==> src/rtl/sevq_pkg.sv <==
`default_nettype none

package sevq_pkg;

    localparam int DEPTH_DEFAULT = 16;

    localparam int PID_W  = 16;
    localparam int TIME_W = 32;
    localparam int CPU_W  = 32;
    localparam int FILL_W = 5;

    localparam logic FUNC_INSERT = 1'b0;
    localparam logic FUNC_POP    = 1'b1;

    localparam logic [1:0] ST_INSERTED = 2'd0;
    localparam logic [1:0] ST_POPPED   = 2'd1;
    localparam logic [1:0] ST_EMPTY    = 2'd2;
    localparam logic [1:0] ST_FULL     = 2'd3;

    typedef struct packed {
        logic [PID_W-1:0]  proc_id;
        logic [TIME_W-1:0] arrive_at;
        logic [CPU_W-1:0]  cpu_need;
    } entry_t;

    // shift commands broadcast to every cell
    typedef struct packed {
        logic do_insert;
        logic do_pop;
    } cell_ctl_t;

    typedef struct packed {
        logic [1:0]        status;
        entry_t            entry;
        logic [FILL_W-1:0] fill;
    } result_t;

endpackage

`default_nettype wire

==> src/rtl/sorted_event_queue_top.sv <==
// sorted event queue: a row of DEPTH cells holds the entries in arrival-time order, earliest in
// cell 0. Each request (insert or pop) is taken while in_stall is low and its result is
// registered in the output buffer; a sustained rate of one request per cycle, while stall
// stays low, is set by the cell row, where every cell compares its key with the new one at once
// and shifts with its neighbor. The two-entry output buffer lets one request be taken while a
// result waits, and stall rises only when both entries are full. Inserts into a full queue and
// pops from an empty one report their status and leave the queue unchanged.
`default_nettype none

module sorted_event_queue_top
#(
    parameter int DEPTH = sevq_pkg::DEPTH_DEFAULT
)
(
    input  wire logic                        clk,
    input  wire logic                        rst_n,
    input  wire logic                        in_valid,
    output logic                             in_stall,
    input  wire logic                        func,
    input  wire logic [sevq_pkg::PID_W-1:0]  proc_id,
    input  wire logic [sevq_pkg::TIME_W-1:0] arrive_at,
    input  wire logic [sevq_pkg::CPU_W-1:0]  cpu_need,
    output logic                             out_valid,
    input  wire logic                        out_stall,
    output logic [1:0]                       status,
    output logic [sevq_pkg::PID_W-1:0]       out_proc_id,
    output logic [sevq_pkg::TIME_W-1:0]      out_arrive_at,
    output logic [sevq_pkg::CPU_W-1:0]       out_cpu_need,
    output logic [sevq_pkg::FILL_W-1:0]      fill
);

    localparam int HW = $clog2(DEPTH + 1);

    logic [HW-1:0]       held_reg;
    logic [HW-1:0]       held_next;
    logic                accept;
    logic                full;
    logic                empty;
    sevq_pkg::cell_ctl_t ctl;
    sevq_pkg::entry_t    new_entry;
    sevq_pkg::entry_t    slot_w [DEPTH];
    logic                ge_w   [DEPTH];
    sevq_pkg::result_t   res;
    sevq_pkg::result_t   out_res;
    logic                busy;

    assign accept = in_valid && !in_stall;
    assign full   = (held_reg == HW'(DEPTH));
    assign empty  = (held_reg == '0);

    assign new_entry.proc_id   = proc_id;
    assign new_entry.arrive_at = arrive_at;
    assign new_entry.cpu_need  = cpu_need;

    assign ctl.do_insert = accept && (func == sevq_pkg::FUNC_INSERT) && !full;
    assign ctl.do_pop    = accept && (func == sevq_pkg::FUNC_POP) && !empty;

    genvar i;
    generate
        for (i = 0; i < DEPTH; i++)
        begin : g_cell
            sevq_pkg::entry_t left_e;
            sevq_pkg::entry_t right_e;
            logic             left_g;
            logic             occ;

            assign occ = (HW'(i) < held_reg);

            if (i == 0)
            begin : g_first
                assign left_e = new_entry;
                assign left_g = 1'b0;
            end
            else
            begin : g_mid
                assign left_e = slot_w[i-1];
                assign left_g = ge_w[i-1];
            end

            if (i == DEPTH - 1)
            begin : g_last
                assign right_e = slot_w[i];
            end
            else
            begin : g_inner
                assign right_e = slot_w[i+1];
            end

            sevq_cell u_cell
            (
                .clk         (clk),
                .ctl         (ctl),
                .new_entry   (new_entry),
                .occupied    (occ),
                .left_entry  (left_e),
                .left_ge     (left_g),
                .right_entry (right_e),
                .ge          (ge_w[i]),
                .slot        (slot_w[i])
            );
        end
    endgenerate

    always_comb
    begin
        held_next = held_reg;
        if (ctl.do_insert)
        begin
            held_next = held_reg + HW'(1);
        end
        else if (ctl.do_pop)
        begin
            held_next = held_reg - HW'(1);
        end
    end

    always_ff @(posedge clk or negedge rst_n)
    begin
        if (!rst_n)
        begin
            held_reg <= '0;
        end
        else
        begin
            held_reg <= held_next;
        end
    end

    always_comb
    begin
        res.entry = '0;
        res.fill  = sevq_pkg::FILL_W'(held_next);
        if (func == sevq_pkg::FUNC_INSERT)
        begin
            res.status = full ? sevq_pkg::ST_FULL : sevq_pkg::ST_INSERTED;
        end
        else if (empty)
        begin
            res.status = sevq_pkg::ST_EMPTY;
        end
        else
        begin
            res.status = sevq_pkg::ST_POPPED;
            res.entry  = slot_w[0];
        end
    end

    sevq_out_buf u_out_buf
    (
        .clk       (clk),
        .rst_n     (rst_n),
        .push      (accept),
        .push_res  (res),
        .out_stall (out_stall),
        .busy      (busy),
        .out_valid (out_valid),
        .out_res   (out_res)
    );

    assign in_stall      = busy;
    assign status        = out_res.status;
    assign out_proc_id   = out_res.entry.proc_id;
    assign out_arrive_at = out_res.entry.arrive_at;
    assign out_cpu_need  = out_res.entry.cpu_need;
    assign fill          = out_res.fill;

    a_held_bound: assert property (@(posedge clk) disable iff (!rst_n)
        held_reg <= HW'(DEPTH))
        else $error("entry count above depth");

    a_full_keeps: assert property (@(posedge clk) disable iff (!rst_n)
        accept && (func == sevq_pkg::FUNC_INSERT) && full |=> $stable(held_reg))
        else $error("insert on full changed the count");

    a_pop_count: assert property (@(posedge clk) disable iff (!rst_n)
        accept && (func == sevq_pkg::FUNC_POP) && !empty
        |=> held_reg == $past(held_reg) - HW'(1))
        else $error("pop did not drop the count by one");

    a_stall_out: assert property (@(posedge clk) disable iff (!rst_n)
        in_stall |-> out_valid)
        else $error("stall raised with no result waiting");

endmodule

`default_nettype wire

==> src/rtl/sevq_cell.sv <==
`default_nettype none

module sevq_cell
(
    input  wire logic               clk,
    input  wire sevq_pkg::cell_ctl_t ctl,
    input  wire sevq_pkg::entry_t   new_entry,
    input  wire logic               occupied,
    input  wire sevq_pkg::entry_t   left_entry,
    input  wire logic               left_ge,
    input  wire sevq_pkg::entry_t   right_entry,
    output logic                    ge,
    output sevq_pkg::entry_t        slot
);

    sevq_pkg::entry_t slot_reg;
    sevq_pkg::entry_t slot_next;

    // true where the new entry belongs at or before this slot
    assign ge = !occupied || (slot_reg.arrive_at >= new_entry.arrive_at);

    always_comb
    begin
        slot_next = slot_reg;
        if (ctl.do_pop)
        begin
            slot_next = right_entry;
        end
        else if (ctl.do_insert && ge)
        begin
            // first slot at or after the key takes the new entry, the rest shift right
            slot_next = left_ge ? left_entry : new_entry;
        end
    end

    always_ff @(posedge clk)
    begin
        slot_reg <= slot_next;
    end

    assign slot = slot_reg;

endmodule

`default_nettype wire

==> src/rtl/sevq_out_buf.sv <==
`default_nettype none

module sevq_out_buf
(
    input  wire logic              clk,
    input  wire logic              rst_n,
    input  wire logic              push,
    input  wire sevq_pkg::result_t push_res,
    input  wire logic              out_stall,
    output logic                   busy,
    output logic                   out_valid,
    output sevq_pkg::result_t      out_res
);

    logic              main_valid_reg;
    logic              main_valid_next;
    logic              skid_valid_reg;
    logic              skid_valid_next;
    sevq_pkg::result_t main_reg;
    sevq_pkg::result_t skid_reg;
    logic              take;

    assign take = main_valid_reg && !out_stall;

    always_comb
    begin
        main_valid_next = main_valid_reg;
        skid_valid_next = skid_valid_reg;
        if (take)
        begin
            main_valid_next = skid_valid_reg;
            skid_valid_next = 1'b0;
        end
        if (push)
        begin
            if (!main_valid_reg || (take && !skid_valid_reg))
            begin
                main_valid_next = 1'b1;
            end
            else
            begin
                skid_valid_next = 1'b1;
            end
        end
    end

    always_ff @(posedge clk or negedge rst_n)
    begin
        if (!rst_n)
        begin
            main_valid_reg <= 1'b0;
            skid_valid_reg <= 1'b0;
        end
        else
        begin
            main_valid_reg <= main_valid_next;
            skid_valid_reg <= skid_valid_next;
        end
    end

    always_ff @(posedge clk)
    begin
        if (take && skid_valid_reg)
        begin
            main_reg <= skid_reg;
        end
        if (push)
        begin
            if (!main_valid_reg || (take && !skid_valid_reg))
            begin
                main_reg <= push_res;
            end
            else
            begin
                skid_reg <= push_res;
            end
        end
    end

    assign busy      = skid_valid_reg;
    assign out_valid = main_valid_reg;
    assign out_res   = main_reg;

endmodule

`default_nettype wire
==> config.mk <==
export PLATFORM = sky130hd
export DESIGN_NAME = sorted_event_queue_top
export DESIGN_NICKNAME = d
export VERILOG_FILES = /design/src/rtl/sevq_pkg.sv /design/src/rtl/sorted_event_queue_top.sv /design/src/rtl/sevq_cell.sv /design/src/rtl/sevq_out_buf.sv
export SDC_FILE = /design/constraint.sdc
export NUM_CORES = 2
export LEC_CHECK = 0
export BUFFER_PORTS_ARGS = -buffer_cell sky130_fd_sc_hd__clkbuf_2
export CAP_MARGIN = 20
export CORE_MARGIN = 4
export CORE_UTILIZATION = 43
export CTS_CLUSTER_DIAMETER = 60
export DETAILED_ROUTE_END_ITERATION = 6
export PLACE_DENSITY = 0.6
export SKIP_CTS_REPAIR_TIMING = 1
export SLEW_MARGIN = 15
export SYNTH_ARGS = -nofsm -noshare
export SYNTH_HDL_FRONTEND = slang
export SYNTH_SLANG_ARGS = --single-unit
==> constraint.sdc <==
create_clock -name clk -period 17.25 [get_ports clk]
set_input_delay 1.725 -clock clk [delete_from_list [all_inputs] [get_ports clk]]
set_output_delay 1.725 -clock clk [all_outputs]
set_load 0.02 [all_outputs]
==> metrics <==
Total Power=roughly 15 mW; total number of placement rows=between 150 and 200; count of different cell masters after synthesis=51; post-synthesis instance total=between 7000 and 8000; ratio of cells with drive above 1 in the final layout=0.0787; cell depth of the worst flop-to-flop path=8; full die area=just under 200000 um2; sort of element at the start of the critical path=input port; number of global-route vias before repair=57942; final cell count without fillers=9995; crit path time final=between 6000 and 7000 ps; most used flip-flop cell after synthesis=sky130_fd_sc_hd__edfxtp_1; horizontal extent of the die=441 um; initial antenna violation count=25; # clock sinks=1461; first-pass GRT wire length=377000 um; fraction of the cycle the final worst path needs=0.379; Routed WL per cell=~25 um; sequential fraction of the synthesis area=0.533; pin count of the biggest net entering global routing=256; worst hold-check path type=register to register; global-route total usage across every layer=0.255; slew margin rel.=0.0906; IO Count=around 170; flip-flop and latch count after synthesis=1461; count of pins over their slew limit=0; RD Place Congestion=0.907; reg-to-reg critical path endpoint=g_cell[3].u_cell.slot[41]; die height=441 um; arrival time of data at the critical path endpoint=6990 ps; skew final=just under 40 ps; async set or reset register ratio after synthesis=0.00479; Hold Path Depth=2; unrepaired setup endpoints after global routing=false; # Max-Cap Violations=0; violations in the final reports=design-rule violations; Post-Syn Nets=a little over 8000; start point of the worst min-delay path=g_cell[15].u_cell.slot[31]; CTS Buffer Depth=3; clock-pin slew of the registers on the worst-case setup and hold paths=60 ps; PwrDens=170 nW/um2; CORE AREA=186000 um2; root buffer cell=sky130_fd_sc_hd__clkbuf_16; # placed instances=9666; number of buffers added on ports=173; static leakage=33.7 nW; number of enable flip-flop cells after synthesis=about 1400; CTS tree=built; R2R setup slack=around 11000 ps; kind of critical path=input port to register; post-synthesis instance area=80600 um2; cell type with the largest total area after synthesis=sky130_fd_sc_hd__edfxtp_1; post-route cell area=89300 um2; number of buffers created by CTS=169; launch instance of the worst register-to-register path=held_reg[4]; nets@finish=7958; post-detailed-route DRC marker count=1; number of H-tree levels=4; total vias in the final route=between 60000 and 70000; share of the core filled with cells=0.481; instance area at placement=83600 um2; setup violators final=0; top cell type's share of synthesized area=0.510; Max Clk Rate=0.153 GHz; count of final hold-check violations=0; Vias/cell=6.03; Avg Synthesized Cell Area=10.8 um2; number of flip-flops in the largest register=1280; initial cell density of the core=0.434; worst hold endpoint=g_cell[14].u_cell.slot[31]; outcome=finished with violations; IR Drop Worst-Case VDD=0.215 mV; Remaining Overflow, GRT=0; final-layout setup total negative slack=0 ps; relative area change from synthesis to final layout=10.9%; WL final=between 200000 and 300000 um; number of warnings reported in the yosys synthesis log=0; sort of element at the end of the critical path=register; Worst Path Max Fanout=47; count of antenna-violating nets left after detailed routing=0; pin slew with the least headroom to its limit=1360 ps; hpwl dp=around 150000 um; clock latency on the worst-skew pair=850 ps; crit path from=arrive_at[7]; count of routing violations after the opening detailed-route iteration=6868; total iterations of the first detailed-routing run=7; biggest area contributors in the synthesized netlist=sky130_fd_sc_hd__edfxtp_1, sky130_fd_sc_hd__mux2i_1, sky130_fd_sc_hd__ha_1, sky130_fd_sc_hd__nand2_1, sky130_fd_sc_hd__o21ai_0; Critical Path RT=around 18000 ps
cells by family (layout without fill, tap and decap cells):
logic type,after synthesis,in the layout,synth area share
and+or+nand+nor,2270,2270,0.120
AOI/OAI and AO/OA,1684,1684,0.123
DFF,1461,1461,0.533
muxes,887,887,0.111
buffers and inverters,642,680,0.0317
adders and majority gates,515,515,0.0800
xor gates and xnor gates,3,3,0.000326
other,0,15,0
cells in the mapped netlist (8+ instances only):
master and n:
sky130_fd_sc_hd__a31oi_1 8, sky130_fd_sc_hd__mux2_1 79, sky130_fd_sc_hd__a21o_1 62, sky130_fd_sc_hd__buf_1 59
sky130_fd_sc_hd__clkbuf_1 430, sky130_fd_sc_hd__o211ai_1 412, sky130_fd_sc_hd__buf_2 69, sky130_fd_sc_hd__nor2b_1 10
sky130_fd_sc_hd__a21oi_1 280, sky130_fd_sc_hd__buf_6 8, sky130_fd_sc_hd__o21a_1 8, sky130_fd_sc_hd__inv_1 76
sky130_fd_sc_hd__a211oi_1 21, sky130_fd_sc_hd__nor2_1 133, sky130_fd_sc_hd__ha_1 515, sky130_fd_sc_hd__dfxtp_1 87
sky130_fd_sc_hd__nor4_1 11, sky130_fd_sc_hd__a221oi_1 11, sky130_fd_sc_hd__a221o_1 12, sky130_fd_sc_hd__nand4_1 52
sky130_fd_sc_hd__nand3_1 418, sky130_fd_sc_hd__edfxtp_1 1367, sky130_fd_sc_hd__nand2b_1 13, sky130_fd_sc_hd__o21ai_0 832
sky130_fd_sc_hd__nand2_1 1503, sky130_fd_sc_hd__mux2i_1 806, sky130_fd_sc_hd__o221ai_1 9, sky130_fd_sc_hd__and2_1 82
sky130_fd_sc_hd__and4_1 21, sky130_fd_sc_hd__nor3_1 12
how the worst max path moves through the flow:
stage / end / slack [ps] / cells past startpoint
3_5_place_dp: g_cell[3].u_cell.slot[33] / 10140 / 13
5_1_grt: g_cell[3].u_cell.slot[26] / 10670 / 13
6_report: g_cell[15].u_cell.slot[24] / 10710 / 12
2_1_floorplan: g_cell[2].u_cell.slot[0] / 7270 / 11
3_3_place_gp: g_cell[3].u_cell.slot[3] / 10160 / 12
4_1_cts: g_cell[15].u_cell.slot[25] / 11050 / 12
metal layers:
metal	global-route usage	vias up	share of wire
met2	0.403	2443	0.46
met3	0.0453	374	0.081
li1	-	27561	-
met5	0	-	0.00024
met4	0.0744	10	0.027
met1	0.360	29915	0.44
through the flow:
stage          setup slack [ps]  hold slack, ps
2_1_floorplan              7270             493
4_1_cts                   11050             499
3_5_place_dp              10140             510
3_3_place_gp              10160             501
6_report                  10710             503
5_1_grt                   10670             532
placed cells by master (no fill, tap or decap), types with 11 or more instances in the layout:
cell and instances:
sky130_fd_sc_hd__clkbuf_1 42, sky130_fd_sc_hd__clkbuf_16 170, sky130_fd_sc_hd__a211oi_1 19, sky130_fd_sc_hd__nand2_1 1492
sky130_fd_sc_hd__ha_1 515, sky130_fd_sc_hd__a221oi_1 11, sky130_fd_sc_hd__o21ai_0 823, sky130_fd_sc_hd__and2_1 81
sky130_fd_sc_hd__nand2b_1 13, sky130_fd_sc_hd__nor3_1 12, sky130_fd_sc_hd__o21ai_4 12, sky130_fd_sc_hd__nand4_1 52
sky130_fd_sc_hd__a221o_1 12, sky130_fd_sc_hd__a21o_1 62, sky130_fd_sc_hd__dfxtp_1 87, sky130_fd_sc_hd__mux2_1 79
sky130_fd_sc_hd__o211ai_1 412, sky130_fd_sc_hd__nand2_4 11, sky130_fd_sc_hd__diode_2 15, sky130_fd_sc_hd__bufinv_16 13
sky130_fd_sc_hd__and4_1 21, sky130_fd_sc_hd__a21oi_1 279, sky130_fd_sc_hd__mux2i_1 806, sky130_fd_sc_hd__edfxtp_1 1367
sky130_fd_sc_hd__clkbuf_2 173, sky130_fd_sc_hd__clkinv_1 16, sky130_fd_sc_hd__buf_4 107, sky130_fd_sc_hd__nor2_1 133
sky130_fd_sc_hd__nand3_1 418, sky130_fd_sc_hd__clkinv_2 27, sky130_fd_sc_hd__clkbuf_8 17, sky130_fd_sc_hd__nor4_1 11
sky130_fd_sc_hd__inv_1 76
worst max-delay path, cell delays in order:
cell and delay (ps):
sky130_fd_sc_hd__clkbuf_2 330, sky130_fd_sc_hd__inv_1 70, sky130_fd_sc_hd__buf_4 220, sky130_fd_sc_hd__ha_1 330
sky130_fd_sc_hd__nand2_1 80, sky130_fd_sc_hd__a2111oi_0 1070, sky130_fd_sc_hd__o21ai_0 370, sky130_fd_sc_hd__a311oi_1 580
sky130_fd_sc_hd__o21ai_0 250, sky130_fd_sc_hd__a41oi_4 250, sky130_fd_sc_hd__buf_4 780, sky130_fd_sc_hd__buf_4 760
cell type report:
type | count | area [um2]
Clock inverter | 84 | 993
Sequential cell | 1461 | 43000
Timing Repair Buffer | 291 | 1880
Inverter | 76 | 285
Antenna cell | 15 | 37.5
Fill cell | 17037 | 96500
Clock buffer | 229 | 4650
Multi-Input combinational cell | 5359 | 35400
Tap cell | 2480 | 3100
power breakdown:
group / leakage (nW) / internal, mW / switching (mW) / total, mW
Clock: 2.74 / 2.11 / 1.57 / 3.68
Combinational: 17.4 / 1.83 / 3.62 / 5.45
Sequential: 13.6 / 5.42 / 0.658 / 6.08
Total: 33.7 / 9.35 / 5.86 / 15.2
Note: power is estimated with default switching activity, not from simulation.
